==> src/rtl/chained_hash_map_engine_macros.svh <==
// ----------------------------------------------------------------------------
// assertion macros for the chained hash map engine
// ----------------------------------------------------------------------------
`ifndef CHAINED_HASH_MAP_ENGINE_MACROS_SVH
`define CHAINED_HASH_MAP_ENGINE_MACROS_SVH
`ifndef SYNTHESIS
`define CHM_ASSERT_IMP(label, clk, rst, ante, cons) \
  label: assert property (@(posedge clk) disable iff (rst) (ante) |-> (cons)) \
    else $error("assertion failed");
`define CHM_ASSERT_NEXT(label, clk, rst, ante, cons) \
  label: assert property (@(posedge clk) disable iff (rst) (ante) |=> (cons)) \
    else $error("assertion failed");
`else
`define CHM_ASSERT_IMP(label, clk, rst, ante, cons)
`define CHM_ASSERT_NEXT(label, clk, rst, ante, cons)
`endif
`endif

==> src/rtl/chm_pkg.sv <==
// ----------------------------------------------------------------------------
// chm_pkg
// shared types and constants of the chained hash map engine
// ----------------------------------------------------------------------------
package chm_pkg;

  localparam int NumBucketsDefault = 256;
  localparam int SlotsPerBucketDefault = 4;

  localparam logic [1:0] OP_INSERT = 2'd0;
  localparam logic [1:0] OP_ERASE  = 2'd1;
  localparam logic [1:0] OP_LOOKUP = 2'd2;
  localparam logic [1:0] OP_UNUSED = 2'd3;

  localparam logic [1:0] REG_BUCKET_COUNT = 2'd0;
  localparam logic [1:0] REG_COEF_A       = 2'd1;
  localparam logic [1:0] REG_COEF_B       = 2'd2;
  localparam logic [1:0] REG_COEF_C       = 2'd3;

  typedef enum logic [3:0] {
    ST_CLEAR, ST_IDLE, ST_MUL1, ST_MUL2, ST_MUL3, ST_SUM,
    ST_DIV, ST_FIX, ST_SCAN, ST_WAIT, ST_WRITE, ST_DONE
  } state_t;

  typedef struct packed {
    logic load;
    logic mul1;
    logic mul2;
    logic mul3;
    logic sum;
    logic div_start;
    logic div_step;
    logic fix;
    logic scan_start;
    logic scan_step;
    logic write;
    logic clear_step;
    logic respond;
  } ctrl_t;

  typedef struct packed {
    logic div_last;
    logic scan_last;
    logic clear_last;
  } stat_t;

endpackage

==> src/rtl/chm_controller.sv <==
// ----------------------------------------------------------------------------
// chm_controller
// sequences hash, remainder, bucket scan and update for one transaction
// ----------------------------------------------------------------------------
`include "chained_hash_map_engine_macros.svh"
module chm_controller (
  input  logic            clk,
  input  logic            rst,
  input  logic            start,
  output logic            busy,
  output logic            done,
  output chm_pkg::ctrl_t  ctrl,
  input  chm_pkg::stat_t  stat
);
  import chm_pkg::*;

  state_t state, state_next;

  always_ff @(posedge clk) begin
    if (rst) state <= ST_CLEAR;
    else state <= state_next;
  end

  always_comb begin
    state_next = state;
    ctrl = '0;
    busy = 1'b1;
    done = 1'b0;
    case (state)
      ST_CLEAR: begin
        ctrl.clear_step = 1'b1;
        if (stat.clear_last) state_next = ST_IDLE;
      end
      ST_IDLE: begin
        busy = 1'b0;
        if (start) begin
          ctrl.load = 1'b1;
          state_next = ST_MUL1;
        end
      end
      ST_MUL1: begin ctrl.mul1 = 1'b1; state_next = ST_MUL2; end
      ST_MUL2: begin ctrl.mul2 = 1'b1; state_next = ST_MUL3; end
      ST_MUL3: begin ctrl.mul3 = 1'b1; state_next = ST_SUM; end
      ST_SUM: begin ctrl.sum = 1'b1; state_next = ST_DIV; end
      ST_DIV: begin
        ctrl.div_start = 1'b1;
        state_next = ST_WAIT;
      end
      ST_WAIT: begin
        ctrl.div_step = 1'b1;
        if (stat.div_last) state_next = ST_FIX;
      end
      ST_FIX: begin
        ctrl.fix = 1'b1;
        ctrl.scan_start = 1'b1;
        state_next = ST_SCAN;
      end
      ST_SCAN: begin
        ctrl.scan_step = 1'b1;
        if (stat.scan_last) state_next = ST_WRITE;
      end
      ST_WRITE: begin ctrl.write = 1'b1; state_next = ST_DONE; end
      ST_DONE: begin ctrl.respond = 1'b1; done = 1'b1; state_next = ST_IDLE; end
      default: state_next = ST_IDLE;
    endcase
  end

  `CHM_ASSERT_NEXT(a_start_leaves_idle, clk, rst, start && !busy, busy)
  `CHM_ASSERT_NEXT(a_done_one_cycle, clk, rst, done, !done && !busy)
  `CHM_ASSERT_IMP(a_load_only_idle, clk, rst, ctrl.load, !busy)

endmodule

==> config.mk <==
export PLATFORM = sky130hd
export DESIGN_NAME = chm_controller
export DESIGN_NICKNAME = d
export VERILOG_FILES = /design/src/rtl/chm_pkg.sv /design/src/rtl/chm_controller.sv
export VERILOG_INCLUDE_DIRS = /design/src /design/src/rtl
export SDC_FILE = /design/constraint.sdc
export NUM_CORES = 1
export LEC_CHECK = 0
export BUFFER_PORTS_ARGS = -buffer_cell sky130_fd_sc_hd__buf_2
export CELL_PAD_IN_SITES_DETAIL_PLACEMENT = 0
export CELL_PAD_IN_SITES_GLOBAL_PLACEMENT = 1
export CORE_AREA = 2 2 41 43
export CTS_CLUSTER_SIZE = 8
export DETAILED_ROUTE_END_ITERATION = 10
export DIE_AREA = 0 0 43 45
export MAX_ROUTING_LAYER = met4
export PLACE_DENSITY = 0.67
export SLEW_MARGIN = 20
export SYNTH_ARGS = -nofsm -noshare
export SYNTH_HDL_FRONTEND = slang
export SYNTH_SLANG_ARGS = --single-unit
export TNS_END_PERCENT = 5
==> constraint.sdc <==
create_clock -name clk -period 1.6 [get_ports clk]
set_input_delay 0.16 -clock clk [delete_from_list [all_inputs] [get_ports clk]]
set_output_delay 0.16 -clock clk [all_outputs]
set_load 0.02 [all_outputs]
==> impl_metrics.json, run 1 <==
{
  "outcome": "completed",
  "finalInstanceArea_um2": 531,
  "syn_inst": 53,
  "synth-warning-count": 0,
  "routedWlPerCell_um": 10.6,
  "stdcell_count": 93,
  "port_buffers": 20,
  "largest_reg_flops": 4,
  "power_w": 0.000396,
  "synth_nets": 59,
  "synth_area_leaders": "dfxtp_1 21%, nor2_1 12%, a2111oi_4 7.3%, buf_4 6.0%, nor3_1 5.3%",
  "setup_viol_count_final": 0,
  "grt_pass1_wl_mm": 1.33,
  "power_density_nw_per_um2": 747,
  "largest_register": "state",
  "post_dp_cell_area_um2": 488,
  "clock_skew_ps": 0.815,
  "criticalPathCategory": "reg2out",
  "post-route-worst-setup-slack_ps": 80.7,
  "rsz0062_at_grt": "no",
  "avgSynthCellArea_um2": 7.11,
  "synth_common_cells": "12 x nor2_1, 4 x dfxtp_1, 4 x inv_1, 4 x nor3_1",
  "fmax_ghz": 0.658,
  "yosys.area.top_type": "dfxtp_1",
  "leakage_nw": 0.264,
  "clkSlewWorstSetupHoldPaths_ps": 40,
  "startpoint": "state[2]",
  "r2r-start": "state[2]",
  "routabilityCongestion": 0.789,
  "ioPinCount": 21,
  "max_slew_margin": 0.740,
  "core_um2": 1470,
  "vias": 444,
  "critPathLaunchType": "flip-flop",
  "grt_util_all_layers": 0.0987,
  "crit_fanout": 5,
  "slew_violations": 0,
  "routed_wl_um": 989,
  "die_y_um": 45,
  "reg2reg_depth": 4,
  "async_reset_ff_frac": 0,
  "required_ps": 1440,
  "synth_most_common_cell": "nor2_1",
  "synth-main-ff-cell": "dfxtp_1",
  "grt_pass1_vias": 330,
  "drtPass1Iterations": 4,
  "viasPerCell": 4.77,
  "cts_made_buffers": 3,
  "drc": 0,
  "grt_max_degree": 11,
  "cts_hold_buf": 0,
  "yosysSeqAreaShare": 0.213,
  "reg2reg_slack_ps": 220,
  "period_share": 0.950,
  "antenna_found_initial": 0,
  "synth-edff-count": 0,
  "cap_viol_max_count": 0,
  "cp-endpoint": "ctrl[12]",
  "max-vdd-ir-drop_mv": 0.509,
  "fin_setup_tns_ps": 0,
  "antenna-diode-count": 0,
  "cts_tree": "done",
  "clkSinkCount": 4,
  "min_period_ps": 1520,
  "cts.path.max_buffers": 2,
  "reg2reg_to": "state[1]",
  "hold_viol": 0,
  "dp.cells": 88,
  "worstMarginPinSlew_ps": 380,
  "dieWidth_um": 43,
  "synth_area_um2": 377,
  "fillers": 171,
  "insertion_delay_ps": 230,
  "placementRows": 14,
  "reg_top3": "state x4",
  "syn_to_final_growth_pct": 40.9,
  "cts_root_buf": "clkbuf_4",
  "synth_top_area_frac": 0.213,
  "finalNetCount": 85,
  "antenna_left": 0,
  "drt-initial-drc-count": 9,
  "end_kind": "output port",
  "initial_core_util": 0.256,
  "drive_gt1_frac": 0.442,
  "overflow": 0,
  "crit_arrival_ps": 1360,
  "hpwl_um": 783,
  "htreeDepth": 1,
  "hold_path.class": "in2reg",
  "synth-seq-cells": 4,
  "place_worst_setup_slack_ps": 202,
  "die_area_um2": 1940,
  "synth_cell_types": 26
}
[metrics by stage]
| stage | util | hold slack (ps) |
|---|---|---|
| detailed placement | 0.332 | 399 |
| CTS | 0.349 | 155 |
| finish | 0.361 | 158 |
| floorplan | - | 230 |
| global route | 0.361 | 155 |
| global placement | 0.332 | 401 |
[worst min path at each step]
stage                     from  endpoint  slack [ps]  cells after the start
after floorplan            rst  state[0]         230                      1
after global placement     rst  state[0]         400                      2
after detailed placement   rst  state[0]         400                      2
after CTS                  rst  state[0]         150                      2
after global routing       rst  state[0]         150                      2
final                      rst  state[0]         160                      2
[metal layers]
| layer | vias up | part of all wire | track usage |
|---|---|---|---|
| met2 | 24 | 0.46 | 0.142 |
| li1 | 229 | - | - |
| met4 | 0 | 0 | 0 |
| met1 | 191 | 0.46 | 0.124 |
| met3 | 0 | 0.084 | 0.0640 |
| met5 | - | 0 | - |
[layout make-up]
type                            count  area (um2)  area share
Multi-Input combinational cell     40         245       0.462
Inverter                            4        15.0      0.0283
Clock buffer                        3        22.5      0.0425
Tap cell                           16        20.0      0.0377
Sequential cell                     4        80.1       0.151
Timing Repair Buffer               26         148       0.278
[repair_timing]
action | 4_1_cts | 5_1_grt
cloned | 0 | 0
buffers inserted | 0 | 2
setup endpoints to repair | 1 | 1
gates resized for setup | 1 | 1
pin swaps | 0 | 1
[placed cells by master, fill, tap and decap left out, drive strengths merged]
master,netlist,routed
a2111oi,2,2
o21ai,1,1
nand2b,3,3
nor3,5,5
nor2b,2,2
or2,2,2
a211oi,1,1
clkbuf,0,3
nor2,13,13
inv,4,4
a32oi,1,1
nor4,1,1
dfxtp,4,4
o31ai,1,1
a21oi,1,1
or3,1,1
nand2,3,3
mux2i,1,1
a31oi,1,1
a21o,1,1
buf,5,26
[where the power goes]
group	total, W	switching (W)	internal, W
clock	0.000120	0.0000368	0.0000836
sequential	0.000121	0.0000136	0.000108
combinational	0.000155	0.0000826	0.0000722
[cell families (layout without fill, tap and decap cells)]
group	count (synthesis)	count (layout)	share of synthesized area
buffers and inverters	9	33	0.143
AND/OR/NAND/NOR	30	30	0.395
flip-flops	4	4	0.213
AO/OA/AOI/OAI	9	9	0.223
multiplexers	1	1	0.0266
[worst max-delay path, stage by stage, from the launching register on]
cell     delay, ps
dfxtp_1        330
or2_4          270
or2_2          300
nor2_1          90
buf_4          140
Power figures use the tool's default switching activity.
==> inputs of run 2 (changes only) <==
--- a/config.mk
+++ b/config.mk
@@ -15,6 +15,7 @@
 export DIE_AREA = 0 0 43 45
 export MAX_ROUTING_LAYER = met4
 export PLACE_DENSITY = 0.67
+export SETUP_SLACK_MARGIN = 0.5
 export SLEW_MARGIN = 20
 export SYNTH_ARGS = -nofsm -noshare
 export SYNTH_HDL_FRONTEND = slang
==> impl_metrics.json, run 2 (same netlist as run 1, synthesis figures left out) <==
{
  "outcome": "completed",
  "htreeDepth": 1,
  "critPathLaunchType": "flip-flop",
  "reg2reg_to": "state[1]",
  "grt_max_degree": 11,
  "placementRows": 14,
  "end_kind": "output port",
  "grt_util_all_layers": 0.115,
  "die_area_um2": 1940,
  "top_usage_layer": "met2",
  "hold_viol": 0,
  "routed_wl_um": 996,
  "layout_commonest_cell": "buf_2",
  "grt_pass1_wl_mm": 1.58,
  "min_to": "state[0]",
  "dieWidth_um": 43,
  "min_period_ps": 1380,
  "criticalPathCategory": "reg2out",
  "power_density_nw_per_um2": 722,
  "crit_fanout": 5,
  "syn_to_final_growth_pct": 54.8,
  "hold_path_depth": 2,
  "setup_viol_count_final": 0,
  "drive_gt1_frac": 0.579,
  "clkSlewWorstSetupHoldPaths_ps": 40,
  "insertion_delay_ps": 230,
  "antenna-diode-count": 0,
  "max-vdd-ir-drop_mv": 0.371,
  "power_w": 0.000421,
  "routedWlPerCell_um": 10.8,
  "antenna_left": 0,
  "cts.path.max_buffers": 2,
  "largest_reg_flops": 4,
  "reg2reg_depth": 4,
  "grtUsageMet3": 0.0440,
  "fin_setup_tns_ps": 0,
  "clock_skew_ps": 0.868,
  "routabilityCongestion": 0.728,
  "grt_util_met1": 0.139,
  "rsz0062_at_grt": "yes",
  "grt_use_met2": 0.161,
  "required_ps": 1440,
  "viasPerCell": 4.79,
  "hpwl_um": 757,
  "initial_core_util": 0.256,
  "crit_arrival_ps": 1220,
  "hold_path.class": "in2reg",
  "slew_violations": 0,
  "antenna_found_initial": 0,
  "r2r-start": "state[2]",
  "core_um2": 1470,
  "cts_root_buf": "clkbuf_4",
  "die_y_um": 45,
  "cts_hold_buf": 0,
  "cap_viol_max_count": 0,
  "fmax_ghz": 0.725,
  "grt_pass1_vias": 383,
  "clkSinkCount": 4,
  "largest_register": "state",
  "cts_tree": "done",
  "leakage_nw": 0.267,
  "reg2reg_slack_ps": 230,
  "ioPinCount": 21,
  "max_slew_margin": 0.758,
  "final_cell_mix": "16 x buf_2, 8 x buf_4, 7 x nor2_1, 5 x nor2_2, 4 x inv_1",
  "vias": 441,
  "period_share": 0.862,
  "cts_made_buffers": 3,
  "overflow": 0,
  "port_buffers": 20,
  "drt-initial-drc-count": 13,
  "hp-start": "rst",
  "worstMarginPinSlew_ps": 354,
  "reg_top3": "state x4",
  "drc": 0,
  "finalNetCount": 84,
  "drtPass1Iterations": 4
}
run 2: cell types whose count changed in the layout (fill, tap and decap cells not counted), sizes merged:
cell and change:
buf -1
run 2: worst max-delay path: stages, from the launching register on:
cell,delay [ps]
dfxtp_2,330
or2_4,230
or2_4,240
nor2_4,80
buf_6,110
run 2: power breakdown:
part,switching [W],leakage [nW],internal [W]
sequential,0.0000162,0.0349,0.000108
combinational,0.0000917,0.218,0.0000825
clock,0.0000389,0.0138,0.0000838
total,0.000147,0.267,0.000274
run 2: through the flow:
stage | area, um2 | util | hold slack, ps | setup WS [ps] | instances
finish | 583 | 0.396 | 152 | 221 | 92
floorplan | 400 | - | 230 | 334 | 53
detailed placement | 504 | 0.343 | 399 | 253 | 87
CTS | 557 | 0.378 | 143 | 186 | 92
global placement | 504 | 0.343 | 405 | 256 | 87
global route | 583 | 0.396 | 152 | 166 | 92
run 2: what timing repair did:
| action | CTS | global route |
|---|---|---|
| gates resized for setup | 7 | 7 |
| pin swaps | 3 | 1 |
| endpoints found under the setup margin | 19 | 18 |
| endpoints found under the hold margin | 0 | 0 |
| setup buffers | 2 | 0 |
run 2: worst max-delay path by stage:
stage	cells past startpoint	start	to	slack, ps
final	4	state[2]	ctrl[12]	220
after global placement	3	state[1]	state[1]	260
after floorplan	4	state[2]	ctrl[12]	330
after detailed placement	4	state[1]	ctrl[12]	250
after CTS	4	state[2]	ctrl[12]	190
after global routing	4	state[2]	ctrl[12]	170
run 2: final cells by class:
| type | count | area, um2 |
|---|---|---|
| Clock buffer | 3 | 22.5 |
| Inverter | 4 | 15.0 |
| Sequential cell | 4 | 90.1 |
| Multi-Input combinational cell | 40 | 284 |
| Timing Repair Buffer | 25 | 151 |
| Fill cell | 165 | 888 |
| Tap cell | 16 | 20.0 |
run 2: per-layer routing:
| metal | up-vias | wire (um) | share of wire |
|---|---|---|---|
| met4 | 0 | 6 | 0.0060 |
| li1 | 225 | - | - |
| met1 | 202 | 444 | 0.45 |
| met3 | 2 | 72 | 0.072 |
| met5 | - | 0 | 0 |
| met2 | 12 | 472 | 0.47 |
==> inputs of run 3 (changes only) <==
--- a/config.mk
+++ b/config.mk
@@ -7,14 +7,12 @@
 export NUM_CORES = 1
 export LEC_CHECK = 0
 export BUFFER_PORTS_ARGS = -buffer_cell sky130_fd_sc_hd__buf_2
-export CELL_PAD_IN_SITES_DETAIL_PLACEMENT = 0
-export CELL_PAD_IN_SITES_GLOBAL_PLACEMENT = 1
-export CORE_AREA = 2 2 41 43
+export CORE_AREA = 2 2 39 41
 export CTS_CLUSTER_SIZE = 8
 export DETAILED_ROUTE_END_ITERATION = 10
-export DIE_AREA = 0 0 43 45
+export DIE_AREA = 0 0 41 43
 export MAX_ROUTING_LAYER = met4
-export PLACE_DENSITY = 0.67
+export PLACE_DENSITY = 0.52
 export SETUP_SLACK_MARGIN = 0.5
 export SLEW_MARGIN = 20
 export SYNTH_ARGS = -nofsm -noshare
==> impl_metrics.json, run 3 (same netlist as run 1, synthesis figures left out) <==
{
  "routabilityCongestion": 0.743,
  "cts_made_buffers": 3,
  "routed_wl_mm": 1.07,
  "grt_max_degree": 9,
  "setup_viol_count_final": 0,
  "finalNetCount": 86,
  "hold_viol": 0,
  "routed.top_layer": "met3",
  "max-vdd-ir-drop_mv": 0.310,
  "clkSlewWorstSetupHoldPaths_ps": 40,
  "place_worst_setup_slack_ps": 241,
  "largest_reg_flops": 4,
  "overflow": 0,
  "outcome": "completed",
  "end_kind": "output port",
  "crit_fanout": 4,
  "wl_met1_um": 451,
  "slew_violations": 0,
  "hpwl_um": 809,
  "reg_top3": "state x4",
  "htreeDepth": 1,
  "grt_pass1_vias": 386,
  "worstMarginPinSlew_ps": 365,
  "post-route-worst-setup-slack_ps": 219,
  "dieWidth_um": 41,
  "clkSinkCount": 4,
  "layout_commonest_cell": "buf_2",
  "power_w": 0.000421,
  "min_period_ps": 1380,
  "cts_hold_buf": 0,
  "leakage_nw": 0.275,
  "drive_gt1_frac": 0.577,
  "fin_setup_tns_ps": 0,
  "core_um2": 1380,
  "drc": 0,
  "max_slew_margin": 0.757,
  "reg2reg_to": "state[2]",
  "met3_length_um": 65,
  "grt_util_all_layers": 0.136,
  "routedWlPerCell_um": 11.4,
  "grt_pass1_wl_mm": 1.58,
  "die_y_um": 43,
  "rsz0062_at_grt": "yes",
  "fmax_ghz": 0.724,
  "largest_register": "state",
  "antenna_left": 0,
  "final_cell_mix": "17 x buf_2, 9 x buf_4, 8 x nor2_1",
  "critPathLaunchType": "flip-flop",
  "insertion_delay_ps": 230,
  "initial_core_util": 0.272,
  "vias": 434,
  "cap_viol_max_count": 0,
  "antenna_found_initial": 0,
  "viasPerCell": 4.62,
  "cts.path.max_buffers": 2,
  "port_buffers": 20,
  "drtPass1Iterations": 2,
  "cts_root_buf": "clkbuf_4",
  "die_area_um2": 1760,
  "routed-wl-met2_um": 550,
  "reg2reg_depth": 4,
  "hold_path_depth": 2,
  "r2r-start": "state[2]",
  "period_share": 0.863,
  "hp-start": "rst",
  "min_to": "state[0]",
  "syn_to_final_growth_pct": 54.2,
  "hold_path.class": "in2reg",
  "antenna-diode-count": 0,
  "clock_skew_ps": 6.95,
  "crit_arrival_ps": 1220,
  "placementRows": 14,
  "required_ps": 1440,
  "power_density_nw_per_um2": 725,
  "reg2reg_slack_ps": 310,
  "criticalPathCategory": "reg2out",
  "drt-initial-drc-count": 1,
  "ioPinCount": 21,
  "cts_tree": "done"
}
## run 3: per-layer routing
layer / vias to the layer above / track usage
met5: - / -
met3: 0 / 0.0314
met1: 189 / 0.132
met4: 0 / 0.0800
met2: 16 / 0.228
li1: 229 / -
## run 3: how the worst max path moves through the flow
| stage | from | endpoint | slack, ps |
|---|---|---|---|
| after floorplan | state[2] | ctrl[12] | 330 |
| after global placement | state[1] | state[1] | 260 |
| after detailed placement | state[1] | state[1] | 240 |
| after CTS | state[2] | ctrl[12] | 190 |
| after global routing | state[2] | ctrl[12] | 160 |
| final | state[2] | ctrl[12] | 220 |
## run 3: repair_timing
action	CTS	global route
setup endpoints to repair	18	18
buffers inserted	3	0
cloned	0	0
resized for setup	6	4
hold endpoints to repair	0	0
pin swaps	3	2
## run 3: per-stage QoR
stage | cells | instance area (um2) | hold slack [ps] | utilization
finish | 94 | 581 | 158 | 0.420
CTS | 94 | 569 | 139 | 0.411
floorplan | 53 | 400 | 230 | -
global route | 94 | 581 | 151 | 0.420
global placement | 88 | 512 | 402 | 0.370
detailed placement | 88 | 512 | 398 | 0.370
## run 3: where the power goes
part	total (W)	internal, W	switching, W	leakage (nW)
Combinational	0.000180	0.0000810	0.0000986	0.226
Clock	0.000122	0.0000837	0.0000386	0.0138
Sequential	0.000119	0.000109	0.00000987	0.0343
Total	0.000421	0.000274	0.000147	0.275
## run 3: cell type report
type,count,area (um2)
clock buffers,3,22.5
fillers,162,803
inverters,4,15.0
multi-input cells,40,274
flip-flops and latches,4,85.1
well taps,16,20.0
repair buffers,27,164
## run 3: critical path: stages, from the launching register on
cell and delay (ps):
dfxtp_2 320, or2_4 230, or2_4 240, nor2_4 80
buf_6 110
